`config.mk`:
```
export PLATFORM = sky130hd
export DESIGN_NAME = led_strip_color_fader_unit
export DESIGN_NICKNAME = d
export VERILOG_FILES = /design/src/hw/rtl/lscf_pkg.sv /design/src/hw/rtl/led_strip_color_fader_unit.sv /design/src/hw/rtl/lscf_ram.sv
export SDC_FILE = /design/constraint.sdc
export NUM_CORES = 2
export LEC_CHECK = 0
export BUFFER_PORTS_ARGS = -buffer_cell sky130_fd_sc_hd__buf_2
export CORE_ASPECT_RATIO = 1.4
export CORE_MARGIN = 2
export CORE_UTILIZATION = 60
export DETAILED_ROUTE_END_ITERATION = 7
export PLACE_DENSITY = 0.77
export SYNTH_ARGS = -nofsm -noshare
export SYNTH_HDL_FRONTEND = slang
export SYNTH_SLANG_ARGS = --single-unit
```
`constraint.sdc`:
```
create_clock -name clock -period 14.9 [get_ports clock]
set_clock_uncertainty 0.15 [all_clocks]
set_input_delay 0.745 -clock clock [delete_from_list [all_inputs] [get_ports clock]]
set_output_delay 0.745 -clock clock [all_outputs]
set_load 0.05 [all_outputs]
```
`src/hw/rtl/lscf_pkg.sv`:
```
`default_nettype none

package lscf_pkg;

   localparam int unsigned FRONT_LEDS_DEF = 16;
   localparam int unsigned REAR_LEDS_DEF  = 16;

   localparam int unsigned CSR_INDEX_W = 3;
   localparam int unsigned CSR_DATA_W  = 24;
   localparam int unsigned PIXEL_W     = 24;

   localparam logic [CSR_INDEX_W-1:0] REG_COLOR_FRONT     = 3'd0;
   localparam logic [CSR_INDEX_W-1:0] REG_COLOR_REAR      = 3'd1;
   localparam logic [CSR_INDEX_W-1:0] REG_BRIGHT_ON       = 3'd2;
   localparam logic [CSR_INDEX_W-1:0] REG_BRIGHT_OFF      = 3'd3;
   localparam logic [CSR_INDEX_W-1:0] REG_FADE_AMOUNT     = 3'd4;
   localparam logic [CSR_INDEX_W-1:0] REG_SPEED_THRESHOLD = 3'd5;
   localparam logic [CSR_INDEX_W-1:0] REG_START_FORWARD   = 3'd6;

   localparam logic [23:0] COLOR_FRONT_RST     = 24'hFFFFFF;
   localparam logic [23:0] COLOR_REAR_RST      = 24'hFF0000;
   localparam logic [7:0]  BRIGHT_ON_RST       = 8'd255;
   localparam logic [7:0]  BRIGHT_OFF_RST      = 8'd64;
   localparam logic [7:0]  FADE_AMOUNT_RST     = 8'd75;
   localparam logic [22:0] SPEED_THRESHOLD_RST = 23'd300;

   localparam logic [7:0] RAMP_DOWN = 8'd10;
   localparam logic [7:0] RAMP_UP   = 8'd35;

   typedef struct packed {
      logic signed [23:0] speed;
      logic [15:0]        switch_value;
   } req_type;

   typedef struct packed {
      logic       strip;
      logic [5:0] pixel_index;
      logic [7:0] red;
      logic [7:0] green;
      logic [7:0] blue;
      logic [7:0] level;
      logic       last;
   } rsp_type;

   typedef enum logic {
      ST_IDLE,
      ST_SWEEP
   } state_type;

   function automatic logic [7:0] fade_chan(input logic [7:0] cur, input logic [7:0] tgt,
                                            input logic [7:0] amt);
      logic [7:0]  span;
      logic [15:0] prod;
      logic [7:0]  step;
      span = (cur < tgt) ? (tgt - cur) : (cur - tgt);
      prod = {8'd0, span} * {8'd0, amt};
      step = prod[15:8] + {7'd0, (span != 8'd0) && (amt != 8'd0)};
      return (cur < tgt) ? (cur + step) : (cur - step);
   endfunction

endpackage

`default_nettype wire

```
`src/hw/rtl/led_strip_color_fader_unit.sv`:
```
// first beat: a taken tick enters the sweep state, which issues a ram read;
//    the faded read data is then registered into the output register
// throughput: one pixel per cycle while rsp_ready stays high
// reset: synchronous, control/config regs to defaults, level zero, forward;
//    per-entry valid bits make every pixel read black, no clearing pass
`default_nettype none

module led_strip_color_fader_unit #(
   parameter int unsigned FRONT_LEDS = lscf_pkg::FRONT_LEDS_DEF,
   parameter int unsigned REAR_LEDS  = lscf_pkg::REAR_LEDS_DEF
) (
   input  wire logic                               clock,
   input  wire logic                               reset,
   input  wire logic                               req_valid,
   output logic                                    req_ready,
   input  wire lscf_pkg::req_type                  req_data,
   output logic                                    rsp_valid,
   input  wire logic                               rsp_ready,
   output lscf_pkg::rsp_type                       rsp_data,
   input  wire logic                               csr_valid,
   output logic                                    csr_ready,
   input  wire logic [lscf_pkg::CSR_INDEX_W-1:0]   csr_index,
   input  wire logic [lscf_pkg::CSR_DATA_W-1:0]    csr_data
);

   localparam int unsigned TOTAL = FRONT_LEDS + REAR_LEDS;
   localparam int unsigned AW    = $clog2(TOTAL);
   localparam int unsigned CW    = $clog2(TOTAL + 1);
   localparam logic [AW:0]   FRONT_A = (AW + 1)'(FRONT_LEDS);
   localparam logic [CW-1:0] LAST_C  = CW'(TOTAL - 1);
   localparam logic [AW-1:0] LAST_A  = AW'(TOTAL - 1);

   // configuration
   logic [23:0] color_front_ff;
   logic [23:0] color_rear_ff;
   logic [7:0]  bright_on_ff;
   logic [7:0]  bright_off_ff;
   logic [7:0]  fade_amount_ff;
   logic [22:0] speed_threshold_ff;
   logic        csr_write;

   // tick state
   logic                dir_ff, dir_in;
   logic [7:0]          level_ff, level_in;
   lscf_pkg::state_type state_ff, state_in;
   logic [CW-1:0]       cnt_ff, cnt_in;
   logic                req_take;
   logic                rd_issue;

   // read in flight and result buffering
   logic                pend_ff, pend_in;
   logic [AW-1:0]       pend_addr_ff, pend_addr_in;
   logic                out_valid_ff, out_valid_in;
   logic                skid_valid_ff, skid_valid_in;
   lscf_pkg::rsp_type   out_data_ff, out_data_in;
   lscf_pkg::rsp_type   skid_data_ff, skid_data_in;
   logic [TOTAL-1:0]    valid_ff, valid_in;
   logic                pop;
   logic [1:0]          occ;
   logic [1:0]          occ_after;
   logic                credit_ok;

   // pixel path
   logic [23:0]         ram_rdata;
   logic [23:0]         cur_px;
   logic [23:0]         tgt_px;
   logic [23:0]         new_px;
   logic                strip_rear;
   logic [AW:0]         rel_index;
   lscf_pkg::rsp_type   land;

   // direction and level
   logic signed [24:0]  spd_ext;
   logic signed [24:0]  th_ext;
   logic [7:0]          lvl_tgt;
   logic [8:0]          lvl_down_lim;
   logic [8:0]          lvl_up_sum;

   assign csr_ready = 1'b1;
   assign csr_write = csr_valid && csr_ready;
   assign req_take  = req_valid && req_ready;
   assign pop       = out_valid_ff && rsp_ready;
   assign rsp_valid = out_valid_ff;
   assign rsp_data  = out_data_ff;

   always_ff @(posedge clock) begin
      if (reset) begin
         color_front_ff     <= lscf_pkg::COLOR_FRONT_RST;
         color_rear_ff      <= lscf_pkg::COLOR_REAR_RST;
         bright_on_ff       <= lscf_pkg::BRIGHT_ON_RST;
         bright_off_ff      <= lscf_pkg::BRIGHT_OFF_RST;
         fade_amount_ff     <= lscf_pkg::FADE_AMOUNT_RST;
         speed_threshold_ff <= lscf_pkg::SPEED_THRESHOLD_RST;
      end else if (csr_write) begin
         case (csr_index)
            lscf_pkg::REG_COLOR_FRONT:     color_front_ff     <= csr_data;
            lscf_pkg::REG_COLOR_REAR:      color_rear_ff      <= csr_data;
            lscf_pkg::REG_BRIGHT_ON:       bright_on_ff       <= csr_data[7:0];
            lscf_pkg::REG_BRIGHT_OFF:      bright_off_ff      <= csr_data[7:0];
            lscf_pkg::REG_FADE_AMOUNT:     fade_amount_ff     <= csr_data[7:0];
            lscf_pkg::REG_SPEED_THRESHOLD: speed_threshold_ff <= csr_data[22:0];
            default: ;
         endcase
      end
   end

   // direction latch with dead band
   always_comb begin
      spd_ext = {req_data.speed[23], req_data.speed};
      th_ext  = $signed({2'b00, speed_threshold_ff});
      dir_in  = dir_ff;
      if (req_take) begin
         if (spd_ext > th_ext) begin
            dir_in = 1'b1;
         end else if (spd_ext < -th_ext) begin
            dir_in = 1'b0;
         end
      end else if (csr_write && (csr_index == lscf_pkg::REG_START_FORWARD)) begin
         dir_in = csr_data[0];
      end
   end

   // brightness ramp
   always_comb begin
      lvl_tgt      = (req_data.switch_value == 16'd0) ? bright_off_ff : bright_on_ff;
      lvl_down_lim = {1'b0, lvl_tgt} + {1'b0, lscf_pkg::RAMP_DOWN};
      lvl_up_sum   = {1'b0, level_ff} + {1'b0, lscf_pkg::RAMP_UP};
      level_in     = level_ff;
      if (req_take) begin
         if (level_ff > lvl_tgt) begin
            level_in = ({1'b0, level_ff} >= lvl_down_lim) ? (level_ff - lscf_pkg::RAMP_DOWN)
                                                           : lvl_tgt;
         end else if (level_ff < lvl_tgt) begin
            level_in = (lvl_up_sum <= {1'b0, lvl_tgt}) ? lvl_up_sum[7:0] : lvl_tgt;
         end
      end
   end

   // credit: one in-flight read plus two result slots, at most two held at once
   always_comb begin
      occ       = {1'b0, pend_ff} + {1'b0, out_valid_ff} + {1'b0, skid_valid_ff};
      occ_after = occ - {1'b0, pop};
      credit_ok = occ_after < 2'd2;
   end

   // next state
   always_comb begin
      state_in = state_ff;
      case (state_ff)
         lscf_pkg::ST_IDLE: begin
            if (req_take) begin
               state_in = lscf_pkg::ST_SWEEP;
            end
         end
         lscf_pkg::ST_SWEEP: begin
            if (rd_issue && (cnt_ff == LAST_C)) begin
               state_in = lscf_pkg::ST_IDLE;
            end
         end
         default: state_in = lscf_pkg::ST_IDLE;
      endcase
   end

   // state outputs
   always_comb begin
      req_ready = 1'b0;
      rd_issue  = 1'b0;
      case (state_ff)
         lscf_pkg::ST_IDLE:  req_ready = 1'b1;
         lscf_pkg::ST_SWEEP: rd_issue  = credit_ok;
         default: ;
      endcase
   end

   always_comb begin
      cnt_in = cnt_ff;
      if (req_take) begin
         cnt_in = '0;
      end else if (rd_issue) begin
         cnt_in = cnt_ff + 1'b1;
      end
      pend_in      = rd_issue;
      pend_addr_in = rd_issue ? cnt_ff[AW-1:0] : pend_addr_ff;
   end

   lscf_ram #(
      .WIDTH (lscf_pkg::PIXEL_W),
      .DEPTH (TOTAL)
   ) u_ram (
      .clock   (clock),
      .wr_en   (pend_ff),
      .wr_addr (pend_addr_ff),
      .wr_data (new_px),
      .rd_en   (rd_issue),
      .rd_addr (cnt_ff[AW-1:0]),
      .rd_data (ram_rdata)
   );

   // fade of the pixel coming out of the ram
   always_comb begin
      cur_px     = valid_ff[pend_addr_ff] ? ram_rdata : '0;
      strip_rear = {1'b0, pend_addr_ff} >= FRONT_A;
      tgt_px     = (strip_rear ^ ~dir_ff) ? color_rear_ff : color_front_ff;
      new_px     = {lscf_pkg::fade_chan(cur_px[23:16], tgt_px[23:16], fade_amount_ff),
                    lscf_pkg::fade_chan(cur_px[15:8],  tgt_px[15:8],  fade_amount_ff),
                    lscf_pkg::fade_chan(cur_px[7:0],   tgt_px[7:0],   fade_amount_ff)};
      rel_index  = strip_rear ? ({1'b0, pend_addr_ff} - FRONT_A) : {1'b0, pend_addr_ff};
      land.strip       = strip_rear;
      land.pixel_index = 6'(rel_index);
      land.red         = new_px[23:16];
      land.green       = new_px[15:8];
      land.blue        = new_px[7:0];
      land.level       = level_ff;
      land.last        = pend_addr_ff == LAST_A;
   end

   // result register with skid
   always_comb begin
      out_valid_in  = out_valid_ff;
      skid_valid_in = skid_valid_ff;
      out_data_in   = out_data_ff;
      skid_data_in  = skid_data_ff;
      valid_in      = valid_ff;
      if (pend_ff) begin
         valid_in[pend_addr_ff] = 1'b1;
         if (!out_valid_ff || pop) begin
            out_valid_in = 1'b1;
            if (skid_valid_ff) begin
               out_data_in  = skid_data_ff;
               skid_data_in = land;
            end else begin
               out_data_in = land;
            end
         end else begin
            skid_valid_in = 1'b1;
            skid_data_in  = land;
         end
      end else if (pop) begin
         out_valid_in  = skid_valid_ff;
         out_data_in   = skid_data_ff;
         skid_valid_in = 1'b0;
      end
   end

   always_ff @(posedge clock) begin
      if (reset) begin
         dir_ff        <= 1'b1;
         level_ff      <= '0;
         state_ff      <= lscf_pkg::ST_IDLE;
         cnt_ff        <= '0;
         pend_ff       <= 1'b0;
         out_valid_ff  <= 1'b0;
         skid_valid_ff <= 1'b0;
         valid_ff      <= '0;
      end else begin
         dir_ff        <= dir_in;
         level_ff      <= level_in;
         state_ff      <= state_in;
         cnt_ff        <= cnt_in;
         pend_ff       <= pend_in;
         out_valid_ff  <= out_valid_in;
         skid_valid_ff <= skid_valid_in;
         valid_ff      <= valid_in;
      end
   end

   always_ff @(posedge clock) begin
      pend_addr_ff <= pend_addr_in;
      out_data_ff  <= out_data_in;
      skid_data_ff <= skid_data_in;
   end

   a_occ_bound: assert property (@(posedge clock) disable iff (reset)
      ({1'b0, pend_ff} + {1'b0, out_valid_ff} + {1'b0, skid_valid_ff}) <= 2'd2)
      else $error("result buffering overrun");

   a_skid_behind_out: assert property (@(posedge clock) disable iff (reset)
      skid_valid_ff |-> out_valid_ff)
      else $error("skid holds a beat while output register is empty");

   a_pend_from_issue: assert property (@(posedge clock) disable iff (reset)
      pend_ff |-> $past(rd_issue))
      else $error("ram read landed without an issue");

   a_tick_starts_sweep: assert property (@(posedge clock) disable iff (reset)
      req_take |=> (state_ff == lscf_pkg::ST_SWEEP) && (cnt_ff == '0))
      else $error("tick beat did not start a sweep");

endmodule

`default_nettype wire

```
`src/hw/rtl/lscf_ram.sv`:
```
`default_nettype none

module lscf_ram #(
   parameter int unsigned WIDTH = 24,
   parameter int unsigned DEPTH = 32
) (
   input  wire logic                     clock,
   input  wire logic                     wr_en,
   input  wire logic [$clog2(DEPTH)-1:0] wr_addr,
   input  wire logic [WIDTH-1:0]         wr_data,
   input  wire logic                     rd_en,
   input  wire logic [$clog2(DEPTH)-1:0] rd_addr,
   output logic      [WIDTH-1:0]         rd_data
);

   logic [WIDTH-1:0] mem [DEPTH];

   always_ff @(posedge clock) begin
      if (wr_en) begin
         mem[wr_addr] <= wr_data;
      end
      if (rd_en) begin
         rd_data <= mem[rd_addr];
      end
   end

endmodule

`default_nettype wire
```
[After elaboration in Yosys (flattened, before gate mapping)]
Memories as Yosys holds them, arrays and structs flattened. A register that Yosys moved wholly into a read port is not among the register bits.
Cells that the tools add are included.
Storage, ports and cells
  flip-flop bits (word level): 231
  memory bits (writable): 768
  bits of input ports: 72
  output and inout bits: 43
  word-level logic and storage cells: 158
  memories kept: 1
Memory list
  u_ram.mem: depth 32, bits a word 24, read ports 1, clocked after Yosys merged registers in 1, write ports 1, RTL line lscf_ram.sv:16  | logic [WIDTH-1:0] mem [DEPTH];
Cells by class
  add/subtract/negate cells: 24
  multipliers: 3
  $lt $le $gt $ge: 13
  equality and inequality tests: 12
  muxes and demuxes: 41
  bitwise operators: 4
  reductions and logical operators: 31
Operators by type and width (count)
  40-bit two-way mux: 6
  8-bit two-way mux: 11
  8-bit subtractor: 9
  8-bit by 8-bit multiplier with 16-bit output: 3
  24-bit two-way mux: 2
  8-bit < comparator: 4
  32-bit bitwise OR: 1
  8-bit nonzero test: 4
  24-bit by 25-bit < comparator with 1-bit output: 1
  23-bit negator with 25-bit output: 1
  8-bit by 1-bit adder with 8-bit output: 3
  8-bit adder: 3
  24-bit greater-than comparator: 1
  2-bit AND reduction: 11
  1-bit two-way mux: 18
  16-bit zero test: 1
  8-bit by 4-bit adder with 9-bit output (second input constant): 1
  8-bit by 6-bit adder with 9-bit output (second input constant): 1
  3-bit == test (second input constant): 3
  8-bit by 9-bit >= comparator with 1-bit output: 1
  9-bit by 8-bit <= comparator with 1-bit output: 1
  8-bit greater-than comparator: 1
  1-bit logical AND: 8
  8-bit by 4-bit subtractor with 8-bit output (second input constant): 1
  other kinds (27): 32

[Logic depth before layout (Yosys ltp)]
  depth in word-level cells: 13
  gate-level depth with buffers: 54
  mapped depth without buffers: 47

[Modules after synthesis]
Synthesis repeated with hierarchy kept, for this count alone.
Unflattened totals
  cells, all modules: 4113
  area, all modules: 52152.5 µm²
By module, submodules not included
  lscf_ram: times used 1, cells each 1711, area an instance 30723.2 µm², seq. area each 23782.8 µm²
  led_strip_color_fader_unit: times used 1, cells each 2402, area an instance 21429.3 µm², seq. area each 5415.2 µm²

[Least setup slack after synthesis]
Ideal clock, no wire load.
  path kind: reg-to-reg
  from: register pend_addr_ff[4]
  to: register skid_data_ff[16] (netlist bit), data pin
  setup time: 0.393 ns
  arrival: 11.960 ns
  data required time: 14.357 ns
  path slack: 2.397 ns
  stages on the path, launching flop included: 52
  path buffers: 7
  period minus slack after synthesis: 12.503 ns
  path through: edfxtp_1 -> buf_2 -> or3b_1 -> buf_2 -> o22ai_1 -> nor3_1 -> o211ai_2 -> buf_2 -> clkbuf_1 -> clkbuf_1 -> buf_1 -> nand2_1 -> ha_1 -> a21o_1 -> a21o_1 -> a21o_1 -> a21oi_1 -> o41ai_4 -> [16 not listed] -> a2111oi_0 -> a211oi_1 -> inv_1 -> ha_1 -> nand2_1 -> or3b_1 -> clkbuf_1 -> mux2i_1 -> nor3_1 -> xnor2_1 -> xnor2_1 -> ha_1 -> nand2_1 -> o21ai_0 -> o21ai_0 -> nor3_1 -> nor2_1 -> xnor2_1
RTL lines
  from (decl): RTL line led_strip_color_fader_unit.sv:52  | logic [AW-1:0] pend_addr_ff, pend_addr_in;
  from (signal assigned): RTL line led_strip_color_fader_unit.sv:268  | pend_addr_ff <= pend_addr_in;
  to (signal assigned): RTL line led_strip_color_fader_unit.sv:270  | skid_data_ff <= skid_data_in;
  to (decl): RTL line led_strip_color_fader_unit.sv:56  | lscf_pkg::rsp_type skid_data_ff, skid_data_in;

==> flow_metrics.py <==
metrics = {
    "outcome": {
        "status": "finished clean",
    },
    "cts": {
        "clk_pin_slew_ps": 60,
        "post_cts_buffers": 0,
        "clock_latency_ps": 670,
        "cts_root_buf": "clkbuf_16",
        "cts.sinks": 1021,
        "cts_tree": "yes",
        "cts_buffer_depth": 3,
        "cts_hold_buf": 0,
        "ctsResizeCount": 0,
        "cts-buffers-inserted": 91,
        "htreeDepth": 3,
    },
    "logic_synthesis": {
        "syn_avg_cell_area_um2": 14.2,
        "syn_area_um2": 51500,
        "synthDistinctLibCells": 89,
        "yosys_warnings": 0,
        "seq_area_frac_synth_pct": 56.6,
        "netlist_instances": 3619,
        "synth_ff_type": "edfxtp_1",
        "ys_seq_elements": 1021,
        "postSynthNetCount": 4044,
        "synth_edf_count": 875,
        "synth-async-reset-ratio_pct": 0,
    },
    "global_route": {
        "grtUsageTotal_pct": 31.5,
        "grt_overflow_total": 0,
        "top_usage_layer": "met2",
        "gr-usage-met3_pct": 4.74,
        "grt_pass1_wl_um": 203000,
        "grt_pass1_vias": 32452,
        "antenna_found_initial": 2,
        "grt_max_degree": 86,
        "met2_usage_pct": 55.8,
        "grt_use_met1_pct": 37.5,
    },
    "setup_path": {
        "critical_path_buf_inv_count": 4,
        "cpMostUsedCell": "ha_1",
        "startpoint": "pend_addr_ff[4]",
        "cp_max_fo": 33,
        "start_kind": "flop",
        "rr_startpoint": "pend_addr_ff[4]",
        "crit_family": "simple AND/OR/NAND/NOR gates",
        "crit_path_top_delay_cell": "o41ai_4",
        "required_ps": 15190,
        "worstSetupPathType": "flop to flop",
        "critPathArrivalTime_ps": 13630,
        "worstSetupEndpointType": "flop",
        "critPathMaxStageDelay_ps": 890,
    },
    "routing": {
        "routedWlPerCell_um": 27.9,
        "drtAntennaViolNets": 0,
        "drc_errors": 0,
        "wl_um": 138000,
        "dr.pass1.iters": 7,
        "drtIter0Drc": 3377,
        "vias": 32027,
        "vias_per_cell": 6.49,
    },
    "placed_design": {
        "io_buffer_count": 113,
        "gp_congestion": 0.959,
        "place_area_um2": 54000,
        "place.detailed.hpwl_um": 84900,
    },
    "sta": {
        "maxSlewViolCount": 0,
        "finalHoldViolCount": 0,
        "fin_crit_sh_pct": 89.5,
        "slew_headroom_pct": 17.2,
        "rsz0062_at_grt": "no",
        "setup-violations-final": 0,
        "fin_setup_tns_ps": 0,
        "whs_ps": 178,
        "min_period_ps": 13330,
        "max_slew.worst_pin.slew_ps": 1240,
        "fmax_ghz": 0.0750,
    },
    "run": {
        "drv_cap": 0,
    },
    "floorplanning": {
        "placeableCoreArea_um2": 85300,
        "die_height_um": 351,
        "die_w_um": 252,
        "io_pins": 115,
        "rows": 127,
        "fp.dieArea_um2": 88300,
        "start_util_pct": 60.4,
    },
    "hold_path": {
        "min_from": "csr_data[23]",
        "min_path_type": "primary input to flop",
    },
    "cells_and_area": {
        "finalNetCount": 4190,
        "final_area_um2": 57100,
        "area_growth_pct": 10.8,
        "drive_above_1_share_pct": 18.9,
    },
}
-- area by class of cell --
class | instances | area [um^2]
diodes | 1 | 2.50
clock buffers | 121 | 2530
clock inverters | 45 | 541
fillers | 5666 | 28200
inverters | 244 | 916
multi-input cells | 2203 | 21300
flip-flops and latches | 1021 | 29200
well taps | 1096 | 1370
repair buffers | 204 | 1260
-- synth_stat cells (18+ instances only) --
| library cell | instances | area share, % |
|---|---|---|
| edfxtp_1 | 875 | 51 |
| nand2_1 | 261 | 1.9 |
| ha_1 | 245 | 5.9 |
| inv_1 | 244 | 1.8 |
| mux4_2 | 241 | 11 |
| nor2_1 | 202 | 1.5 |
| dfxtp_1 | 146 | 5.7 |
| and2_1 | 143 | 1.7 |
| a21oi_1 | 133 | 1.3 |
| clkbuf_1 | 121 | 0.88 |
| fa_1 | 108 | 4.2 |
| xnor2_1 | 86 | 1.5 |
| nor2b_1 | 78 | 0.95 |
| mux2_2 | 61 | 1.3 |
| mux2i_1 | 59 | 1.1 |
| o21ai_0 | 54 | 0.52 |
| xor2_1 | 45 | 0.76 |
| a211o_1 | 40 | 0.68 |
| o21a_1 | 38 | 0.55 |
| a21o_1 | 33 | 0.48 |
| nor3_1 | 30 | 0.29 |
| nand4_1 | 27 | 0.33 |
| nand2b_1 | 24 | 0.29 |
| buf_1 | 23 | 0.17 |
| nand3b_1 | 20 | 0.29 |
| nand3_1 | 18 | 0.17 |
-- kinds of logic after synthesis --
kind of cell    Yosys count  synth area share (%)
flops                  1021                  56.6
simple gates            897                  8.74
compound gates          442                  5.86
buf+inv                 395                  2.90
fa+ha+maj               364                  10.4
mux                     363                  13.1
xor+xnor                135                  2.40
other cells               2                0.0146
-- state kept, by name (all words and copies together) (netlist names), 5 cells and up --
signal	cells
bright_off_ff	8
bright_on_ff	8
cnt_ff	6
color_front_ff	24
color_rear_ff	24
fade_amount_ff	8
level_ff	8
pend_addr_ff	5
rsp_data	39
skid_data_ff	39
speed_threshold_ff	23
u_ram.mem	768
u_ram.rd_data	24
valid_ff	32
-- cell usage in the layout, fill, tap and decap left out, types with 19 or more instances in the layout --
cell type,instances
a211o_1,40
a21o_1,33
a21oi_1,132
and2_1,143
buf_2,112
buf_4,90
clkbuf_1,19
clkbuf_16,96
dfxtp_1,142
edfxtp_1,875
fa_1,108
ha_1,245
inv_1,244
mux2_2,61
mux2i_1,59
mux4_2,241
nand2_1,261
nand2b_1,23
nand3b_1,20
nand4_1,27
nor2_1,167
nor2_4,34
nor2b_1,78
nor3_1,29
o21a_1,38
o21ai_0,53
xnor2_1,73
xor2_1,41
-- final timing paths --
check / cells after the start / end / slack (ps)
worst max-delay path: 44 / u_ram.mem[18][7] / 1570
worst min-delay path: 2 / color_front_ff[23] / 180
worst min register to register: 2 / speed_threshold_ff[18] / 300
worst max register to register: 44 / u_ram.mem[18][7] / 1570
-- metrics by stage --
step / setup slack, ps / util, % / instances
final: 1570 / 66.9 / 4935
after floorplan: 2400 / - / 3619
after global placement: 1890 / 63.3 / 4766
after CTS: 1450 / 66.9 / 4932
after detailed placement: 1550 / 63.3 / 4766
after global routing: 682 / 66.9 / 4934
-- routing by layer --
layer  wire, um  vias to the layer above
li1           -                    13778
met5         11                        -
met3      11300                      378
met4       7690                        2
met2      71400                     1725
met1      47500                    16144
Power is not shown: default switching activity piles up to over one toggle a cycle in this logic, so the estimate is an artifact.
